File: config.mk
export PLATFORM = sky130hd
export DESIGN_NAME = usb_video_descriptor_scanner_core
export DESIGN_NICKNAME = d
export VERILOG_FILES = /design/src/hw/rtl/usbvd_pkg.sv /design/src/hw/rtl/usbvd_front.sv /design/src/hw/rtl/usbvd_queue.sv /design/src/hw/rtl/usbvd_back.sv /design/src/hw/rtl/usb_video_descriptor_scanner_core.sv
export SDC_FILE = /design/constraint.sdc
export NUM_CORES = 1
export LEC_CHECK = 0
export BUFFER_PORTS_ARGS = -buffer_cell sky130_fd_sc_hd__buf_2
export CORE_MARGIN = 4
export CORE_UTILIZATION = 50
export CTS_BUF_LIST = sky130_fd_sc_hd__clkbuf_16
export DETAILED_ROUTE_END_ITERATION = 10
export PLACE_DENSITY = 0.66
export SLEW_MARGIN = 20
export SYNTH_ARGS = -nofsm -noshare
export SYNTH_HDL_FRONTEND = slang
export SYNTH_SLANG_ARGS = --single-unit
File: constraint.sdc
create_clock -name clock -period 4.7 [get_ports clock]
set_input_delay 0.705 -clock clock [delete_from_list [all_inputs] [get_ports clock]]
set_output_delay 0.705 -clock clock [all_outputs]
set_load 0.005 [all_outputs]
File: src/hw/rtl/usbvd_pkg.sv
package usbvd_pkg;

   localparam int KeptBytes = 6;

   localparam logic [7:0] REC_INTERFACE        = 8'h04;
   localparam logic [7:0] REC_CLASS_SPECIFIC   = 8'h24;
   localparam logic [7:0] VIDEO_CLASS          = 8'd14;
   localparam logic [7:0] VIDEO_CONTROL_SUB    = 8'd1;
   localparam logic [7:0] SUB_INPUT_TERMINAL   = 8'h02;
   localparam logic [7:0] SUB_PROCESSING_UNIT  = 8'h05;
   localparam logic [15:0] CAMERA_TERMINAL_TYPE = 16'h0201;
   localparam logic [7:0] CLASS_NONE           = 8'hFF;

   // One record, or a bare descriptor end, handed from the front to the back.
   typedef struct packed {
      logic                          evaluate;  // record finished or cut by the end
      logic                          last;      // descriptor ends with this request
      logic [KeptBytes-1:0][7:0]     rec;       // record bytes 1..6, type first
   } cmd_type;

   typedef struct packed {
      logic [7:0] control_interface;
      logic       control_found;
      logic [7:0] camera_terminal;
      logic       camera_found;
      logic [7:0] processing_unit;
      logic       unit_found;
      logic       complete;
   } result_type;

endpackage

File: src/hw/rtl/usbvd_front.sv
module usbvd_front
   import usbvd_pkg::*;
(
   input  logic       clock,
   input  logic       reset,
   input  logic       in_valid,
   output logic       in_ready,
   input  logic [7:0] in_byte,
   input  logic       in_last,
   input  logic       queue_full,
   output logic       push,
   output cmd_type    push_cmd
);

   logic [7:0]                pos_ff, pos_in;
   logic [7:0]                len_ff, len_in;
   logic                      stop_ff, stop_in;
   logic [KeptBytes-1:0][7:0] rec_ff, rec_in;
   logic                      accept;
   logic                      evaluate;
   logic [2:0]                idx;

   assign in_ready = !queue_full;
   assign accept   = in_valid && in_ready;
   assign idx      = 3'(pos_ff - 8'd1);

   always_comb begin
      pos_in   = pos_ff;
      len_in   = len_ff;
      stop_in  = stop_ff;
      rec_in   = rec_ff;
      evaluate = 1'b0;
      if (accept && !stop_ff) begin
         if (pos_ff == 8'd0) begin
            if (in_byte == 8'd0) begin
               stop_in = 1'b1;
            end else begin
               len_in = in_byte;
               rec_in = '0;
               // a one-byte record has no type byte
               pos_in = (in_byte == 8'd1) ? 8'd0 : 8'd1;
            end
         end else begin
            if (pos_ff <= 8'(KeptBytes)) begin
               rec_in[idx] = in_byte;
            end
            if ({1'b0, pos_ff} + 9'd1 >= {1'b0, len_ff}) begin
               evaluate = 1'b1;
               pos_in   = 8'd0;
            end else begin
               pos_in = pos_ff + 8'd1;
               if (in_last) begin
                  evaluate = 1'b1;
               end
            end
         end
      end
   end

   assign push              = accept && (evaluate || in_last);
   assign push_cmd.evaluate = evaluate;
   assign push_cmd.last     = in_last;
   assign push_cmd.rec      = rec_in;

   always_ff @(posedge clock) begin
      if (reset || (accept && in_last)) begin
         pos_ff  <= 8'd0;
         len_ff  <= 8'd0;
         stop_ff <= 1'b0;
      end else begin
         pos_ff  <= pos_in;
         len_ff  <= len_in;
         stop_ff <= stop_in;
      end
      rec_ff <= rec_in;
   end

endmodule

File: src/hw/rtl/usbvd_queue.sv
module usbvd_queue
   import usbvd_pkg::*;
#(
   parameter int DEPTH = 4
)
(
   input  logic    clock,
   input  logic    reset,
   input  logic    push,
   input  cmd_type push_cmd,
   output logic    full,
   input  logic    pop,
   output logic    pop_valid,
   output cmd_type pop_cmd
);

   localparam int PtrWidth = (DEPTH > 1) ? $clog2(DEPTH) : 1;
   localparam int CntWidth = $clog2(DEPTH + 1);

   cmd_type               entry_ff [DEPTH];
   logic [PtrWidth-1:0]   wr_ptr_ff, wr_ptr_in;
   logic [PtrWidth-1:0]   rd_ptr_ff, rd_ptr_in;
   logic [CntWidth-1:0]   count_ff, count_in;
   logic                  do_push, do_pop;

   assign full      = (count_ff == CntWidth'(DEPTH));
   assign pop_valid = (count_ff != '0);
   assign pop_cmd   = entry_ff[rd_ptr_ff];
   assign do_push   = push && !full;
   assign do_pop    = pop && pop_valid;

   always_comb begin
      wr_ptr_in = wr_ptr_ff;
      rd_ptr_in = rd_ptr_ff;
      count_in  = count_ff;
      if (do_push) begin
         wr_ptr_in = (wr_ptr_ff == PtrWidth'(DEPTH - 1)) ? '0 : wr_ptr_ff + 1'b1;
      end
      if (do_pop) begin
         rd_ptr_in = (rd_ptr_ff == PtrWidth'(DEPTH - 1)) ? '0 : rd_ptr_ff + 1'b1;
      end
      case ({do_push, do_pop})
         2'b10:   count_in = count_ff + 1'b1;
         2'b01:   count_in = count_ff - 1'b1;
         default: count_in = count_ff;
      endcase
   end

   always_ff @(posedge clock) begin
      if (reset) begin
         wr_ptr_ff <= '0;
         rd_ptr_ff <= '0;
         count_ff  <= '0;
      end else begin
         wr_ptr_ff <= wr_ptr_in;
         rd_ptr_ff <= rd_ptr_in;
         count_ff  <= count_in;
      end
      if (do_push) begin
         entry_ff[wr_ptr_ff] <= push_cmd;
      end
   end

endmodule

File: src/hw/rtl/usbvd_back.sv
module usbvd_back
   import usbvd_pkg::*;
(
   input  logic       clock,
   input  logic       reset,
   input  logic       cmd_valid,
   input  cmd_type    cmd,
   output logic       cmd_pop,
   output logic       out_valid,
   input  logic       out_ready,
   output result_type out_result
);

   logic [7:0]  cls_ff, cls_in;
   logic [7:0]  sub_ff, sub_in;
   logic [8:0]  fctl_ff, fctl_in;
   logic [8:0]  fcam_ff, fcam_in;
   logic [8:0]  fpu_ff, fpu_in;
   logic        valid_ff, valid_in;
   result_type  result_ff, result_in;
   logic        out_free;
   logic        in_vc;
   logic [15:0] term;

   assign out_free = !valid_ff || out_ready;
   // hold a final request until the output register can take its result
   assign cmd_pop  = cmd_valid && (out_free || !cmd.last);
   assign in_vc    = (cls_ff == VIDEO_CLASS) && (sub_ff == VIDEO_CONTROL_SUB);
   assign term     = {cmd.rec[4], cmd.rec[3]};

   always_comb begin
      cls_in  = cls_ff;
      sub_in  = sub_ff;
      fctl_in = fctl_ff;
      fcam_in = fcam_ff;
      fpu_in  = fpu_ff;
      if (cmd_pop && cmd.evaluate) begin
         if (cmd.rec[0] == REC_INTERFACE) begin
            cls_in = cmd.rec[4];
            sub_in = cmd.rec[5];
            if (cmd.rec[4] == VIDEO_CLASS && cmd.rec[5] == VIDEO_CONTROL_SUB) begin
               fctl_in = {1'b1, cmd.rec[1]};
            end
         end else if (cmd.rec[0] == REC_CLASS_SPECIFIC && in_vc) begin
            if (cmd.rec[1] == SUB_INPUT_TERMINAL && term == CAMERA_TERMINAL_TYPE) begin
               fcam_in = {1'b1, cmd.rec[2]};
            end else if (cmd.rec[1] == SUB_PROCESSING_UNIT) begin
               fpu_in = {1'b1, cmd.rec[2]};
            end
         end
      end
   end

   always_comb begin
      result_in.control_interface = fctl_in[7:0];
      result_in.control_found     = fctl_in[8];
      result_in.camera_terminal   = fcam_in[7:0];
      result_in.camera_found      = fcam_in[8];
      result_in.processing_unit   = fpu_in[7:0];
      result_in.unit_found        = fpu_in[8];
      result_in.complete          = fctl_in[8] && fcam_in[8] && fpu_in[8];
      if (cmd_pop && cmd.last) begin
         valid_in = 1'b1;
      end else begin
         valid_in = valid_ff && !out_ready;
      end
   end

   always_ff @(posedge clock) begin
      if (reset || (cmd_pop && cmd.last)) begin
         cls_ff  <= CLASS_NONE;
         sub_ff  <= CLASS_NONE;
         fctl_ff <= '0;
         fcam_ff <= '0;
         fpu_ff  <= '0;
      end else begin
         cls_ff  <= cls_in;
         sub_ff  <= sub_in;
         fctl_ff <= fctl_in;
         fcam_ff <= fcam_in;
         fpu_ff  <= fpu_in;
      end
      if (reset) begin
         valid_ff <= 1'b0;
      end else begin
         valid_ff <= valid_in;
      end
      if (cmd_pop && cmd.last) begin
         result_ff <= result_in;
      end
   end

   assign out_valid  = valid_ff;
   assign out_result = result_ff;

endmodule

File: src/hw/rtl/usb_video_descriptor_scanner_core.sv
// Walks a USB configuration descriptor streamed in one byte per request and
// reports the video-control interface number, camera terminal ID and
// processing-unit ID, each with a found flag, plus a complete flag. Bytes
// are taken at one per clock while the queue has room; the front end tracks
// record boundaries and queues each finished record. One response follows
// the request marked tlast. The back end updates the match state at one
// record per cycle, unless a response waiting on rsp_tready holds the next
// final request at the head of the queue; records behind it wait there too,
// and req_tready drops once QUEUE_DEPTH queued entries, that final request
// included, are waiting. The next descriptor may start right after tlast.
module usb_video_descriptor_scanner_core
   import usbvd_pkg::*;
#(
   parameter int QUEUE_DEPTH = 4
)
(
   input  logic        clock,
   input  logic        reset,
   input  logic        req_tvalid,
   output logic        req_tready,
   input  logic [7:0]  req_tdata,   // descriptor_byte
   input  logic        req_tlast,   // last_byte
   output logic        rsp_tvalid,
   input  logic        rsp_tready,
   output logic [23:0] rsp_tdata,   // control_interface, camera_terminal, processing_unit
   output logic [3:0]  rsp_tuser    // control_found, camera_found, unit_found, complete
);

   logic       push, full, pop, pop_valid;
   cmd_type    push_cmd, pop_cmd;
   result_type result;

   usbvd_front u_front (
      .clock      (clock),
      .reset      (reset),
      .in_valid   (req_tvalid),
      .in_ready   (req_tready),
      .in_byte    (req_tdata),
      .in_last    (req_tlast),
      .queue_full (full),
      .push       (push),
      .push_cmd   (push_cmd)
   );

   usbvd_queue #(.DEPTH(QUEUE_DEPTH)) u_queue (
      .clock     (clock),
      .reset     (reset),
      .push      (push),
      .push_cmd  (push_cmd),
      .full      (full),
      .pop       (pop),
      .pop_valid (pop_valid),
      .pop_cmd   (pop_cmd)
   );

   usbvd_back u_back (
      .clock      (clock),
      .reset      (reset),
      .cmd_valid  (pop_valid),
      .cmd        (pop_cmd),
      .cmd_pop    (pop),
      .out_valid  (rsp_tvalid),
      .out_ready  (rsp_tready),
      .out_result (result)
   );

   assign rsp_tdata = {result.processing_unit, result.camera_terminal,
                       result.control_interface};
   assign rsp_tuser = {result.complete, result.unit_found, result.camera_found,
                       result.control_found};

endmodule

==> results <==
- The count of H-tree levels built during CTS is 2.
- Counting flops with an async set or reset pin after synthesis yields a share of 0%.
- The post-route total power is approximately 7.6 mW.
- The synthesized netlist contains between 50 and 60 unique library cells.
- Counting the buffers created by CTS gives 36.
- The clock share of power is 36.8%.
- The xor and xnor fraction of the mapped netlist area is 0.409%.
- The mux contribution to synthesized area is 10.2%.
- The die boundary width is 168 µm.
- In this run the power spent charging and discharging nets is between 1.5 and 2 mW.
- By area, the combinational part of the netlist is dominated by multiplexers.
- The count of pins over their slew limit was 0.
- For this run, the register share of the synthesized area comes to 71.7%.
- The predominant post-synthesis flop cell is sky130_fd_sc_hd__edfxtp_1.
- In this run the remaining antenna-violating nets after routing total 0.
- The final cycle utilization of the critical path is 90.0%.
- The complex-gate fraction of the synthesized area is 6.17%.
- The post-synthesis simple-gate area fraction is 7.90%.
- The destination of the worst register-to-register timing path is u_queue.count_ff[2].
- Relative to the synthesized area, the layout overhead comes to 14.5%.
- The number of synthesized register bits is roughly 350.
- The max-capacitance violation count is 0.
- Cells with a size suffix above 1 make up 21.6% of the layout.
- The number of detailed-route iterations in the first pass is 5.
- Clock tree synthesis selected as its root buffer the cell sky130_fd_sc_hd__clkbuf_16.
- For this run, the number of Yosys warnings is 0.
- The critical path starts at u_front.pos_ff[0].
- The kind of launch point of the worst setup path is a flop.
- Summing the areas of all fa, ha and maj instances in the mapped netlist gives around 1.8% of the synthesized area.
- Counting I/O delays and the setup requirement, the final critical path takes 4230 ps.
- Adding up every negative setup slack in the final design gives 0 ps.
- The type of the worst min-delay path is primary input to flop.
- The hold path depth is 1.
- The final net count is a little under 900.
- The fraction of power consumed by combinational cells is 15.5%.
- The global route total overflow is 0.
- Measured against its own limit, the worst slew margin works out to 33.1%.
- The synthesized netlist occupies a cell area of 0.0128 mm².
- The power density over the cells is 519 mW/mm².
- The hold buffer count at cts is 0.
- The number of instances in the synthesized netlist is 796.
- Global routing used 18.6% of the available tracks across all layers.
- In this run the most critical hold path is launched from req_tlast.
- The global-route wire length before repair is just over 40 mm.
- After the first detailed-routing iteration, the DRC count stood at approximately 630.
- The row count is between 50 and 60.
- The number of antenna diodes in the final layout is 0.
- The worst-case IR drop observed on VDD is 0.294 mV.
- The mean area per synthesized cell is 16.1 µm².
- The initial antenna violation count is 0.
- After detailed routing, the total wire length is 26.2 mm.
- The number of global-route vias before repair is between 7000 and 8000.
- The internal cell power is 5.66 mW.
- Based on the critical path, the design can be clocked at up to around 240 MHz.
- The final count of hold timing violations is 0.
- The boundary pin count is 43.
- The setup violation total in the final timing report is 0.
- The wire length per cell is ~21 µm.
- Counting flops with a built-in enable in the synthesized netlist gives ~230.
- For the worst flop-to-flop path, the logic depth is 17.
- STA classifies the critical path endpoint as a flop.
- The clock net in this run drives a total of 346 sinks.
- The die covers 0.0283 mm².
- The clock passes through at most 3 buffers.
- Of all nets on the critical path, the largest fanout is 7.
- The critical path data required time is 5150 ps.
- The worst register-to-register path begins at u_front.pos_ff[0].
- Cells fill about three fifths of the core in the end.
- For the worst setup path, the data arrival time is 4680 ps.
- The clock insertion delay at the later pin of the skew report is 520 ps.
- For the pin with the worst max-slew slack, the measured transition is 1000 ps.
- The number of design rule violations left after detail routing is 0.
- The CTS tree is done.
- At the end of routability-driven placement, the weighted congestion stood at 0.807.
- The number of vias in the routed layout is roughly 7000.
- The endpoint with the worst hold slack is u_queue.entry_ff[3][48].
- Hold timing on the final database bottoms out at a slack of 464 ps.
- Entering global routing, the biggest net connects 51 pins.
- For this design the static power due to leakage is 5.45 nW.
- Once the floorplan was initialized, standard cells occupied 50.9% of the core.
- The number of nets produced by synthesis is 827.
- The count of instances resized after the clock tree is built is 0.
- The part of the total power dissipated in sequential elements is between 40% and 50%.
- The worst setup path is of the flop to flop kind.
- The final clock skew is around 32 ps.
- Setup repair after global routing left no endpoint under its margin.
- The worst setup slack for register-to-register paths is around 470 ps.
- The HPWL reported at the end of detailed placement is around 17 mm.
- In the routed layout, each cell is associated on average with a via count of 5.75.
- The post-CTS setup-driven buffer insertion count is 0.
- Net switching is 25.9% of the power.
- The clock slew at the register clock pins of the worst setup and hold paths is ~60 ps.
- The flow ran to the end, and the final reports show no timing, DRC or antenna violations.
- The count of input and output buffers is 42.
- The die is 168 µm tall.
- The core area is between 0.02 and 0.03 mm².
-- layer usage --
metal,global-route usage (%),part of all wire (%),vias to the layer above
li1,-,-,3204
met1,24.7,43,3563
met2,31.6,50,209
met3,3.31,5.0,40
met4,5.58,2.0,0
met5,0,0,-
-- cell usage after synthesis, drive strengths merged, types with 2 or more instances --
cell type,count,share of area (%)
nor2,45,1.3
clkbuf,20,0.59
mux4,32,5.6
nor2b,7,0.34
nand4,4,0.24
nor4,14,0.68
mux2i,31,2.4
buf,9,0.53
a2bb2oi,2,0.14
nand3b,3,0.18
a22o,39,2.7
nor4b,8,0.59
xor2,6,0.41
o21ai,18,0.70
nor3,14,0.58
o31ai,2,0.12
a32o,12,0.93
or2,4,0.19
mux2,25,2.2
or3,2,0.097
nand4b,2,0.14
and3,4,0.19
nand2b,3,0.15
and2,31,1.5
or4b,2,0.16
nand2,32,0.93
nand3,6,0.23
dfxtp,118,18
a31oi,4,0.24
or4,2,0.12
inv,24,0.70
ha,17,1.7
edfxtp,228,53
a21oi,10,0.39
a21o,3,0.18
-- how the worst max path moves through the flow --
stage	to	slack, ps	depth (start not counted)
final	u_queue.count_ff[2]	470	17
after detailed placement	u_queue.count_ff[2]	530	17
after floorplan	u_queue.entry_ff[3][0]	440	11
after CTS	u_queue.count_ff[2]	450	17
after global placement	u_queue.count_ff[2]	620	17
after global routing	u_queue.count_ff[2]	160	17
-- stage by stage --
| step | worst slack, ps | std cells | cell area, µm² |
|---|---|---|---|
| 6_report | 470 | 1220 | 14700 |
| 4_1_cts | 453 | 1220 | 14700 |
| 5_1_grt | 160 | 1220 | 14700 |
| 3_3_place_gp | 624 | 1154 | 13500 |
| 3_5_place_dp | 525 | 1154 | 13500 |
| 2_1_floorplan | 445 | 796 | 12800 |
-- cell usage in the layout, fill, tap and decap left out, drive strengths merged, types with 4 or more instances in the layout --
master	synthesis	routed
a21oi	10	10
nor4b	8	8
and2	31	31
mux4	32	32
nor2	45	45
a22o	39	39
clkbuf	20	38
bufinv	0	4
o21ai	18	18
nand2	32	32
inv	24	30
or2	4	4
clkinv	0	15
and3	4	4
a31oi	4	4
nand3	6	6
dfxtp	118	118
xor2	6	6
mux2	25	25
mux2i	31	31
nor4	14	14
buf	9	57
a32o	12	12
nor3	14	14
nor2b	7	7
nand4	4	4
edfxtp	228	228
ha	17	17
-- layout make-up --
class                      count  area (µm²)
sequential                   346        9210
clock inverter                28         243
inverter                      24        90.1
tap                          330         413
multi-input combinational    397        3420
clock buffer                  38         951
fill                        1886       10500
timing repair buffer          57         385
-- power by group through the flow --
stage | sequential, mW | combinational [mW] | clock, mW
after floorplan | 3.61 | 0.844 | 0
after global placement | 3.70 | 1.17 | 0
after detailed placement | 3.71 | 1.19 | 0
after CTS | 3.65 | 1.20 | 2.86
after global routing | 3.67 | 1.29 | 3.00
final | 3.64 | 1.19 | 2.82
-- cell families after synthesis --
| kind of cell | Yosys count |
|---|---|
| xor gates and xnor gates | 6 |
| AOI/OAI and AO/OA | 99 |
| buffers and inverters | 53 |
| adders and majority gates | 18 |
| DFF | 346 |
| muxes | 88 |
| and+or+nand+nor | 186 |
-- state kept, by name (all words and copies together) (netlist names), 9 cells and up, named ones only --
register           count
u_back.fcam_ff         9
u_front.rec_ff        48
u_queue.entry_ff     200
u_back.fctl_ff         9
u_back.out_result     28
u_back.fpu_ff          9
-- critical path, stage by stage (launching register included) --
cell and delay [ps]:
sky130_fd_sc_hd__dfxtp_1 370, sky130_fd_sc_hd__ha_1 280, sky130_fd_sc_hd__and3_1 230, sky130_fd_sc_hd__and3_1 220, sky130_fd_sc_hd__nor2b_1 150, sky130_fd_sc_hd__or2_2 280
sky130_fd_sc_hd__ha_1 300, sky130_fd_sc_hd__and3_1 200, sky130_fd_sc_hd__a221o_1 290, sky130_fd_sc_hd__a31oi_1 240, sky130_fd_sc_hd__o31ai_1 230, sky130_fd_sc_hd__inv_1 110
sky130_fd_sc_hd__ha_1 170, sky130_fd_sc_hd__inv_1 60, sky130_fd_sc_hd__fa_1 420, sky130_fd_sc_hd__xor2_1 150, sky130_fd_sc_hd__or3_1 300, sky130_fd_sc_hd__a21oi_1 150
No activity file was read; power rests on OpenSTA's default activity.
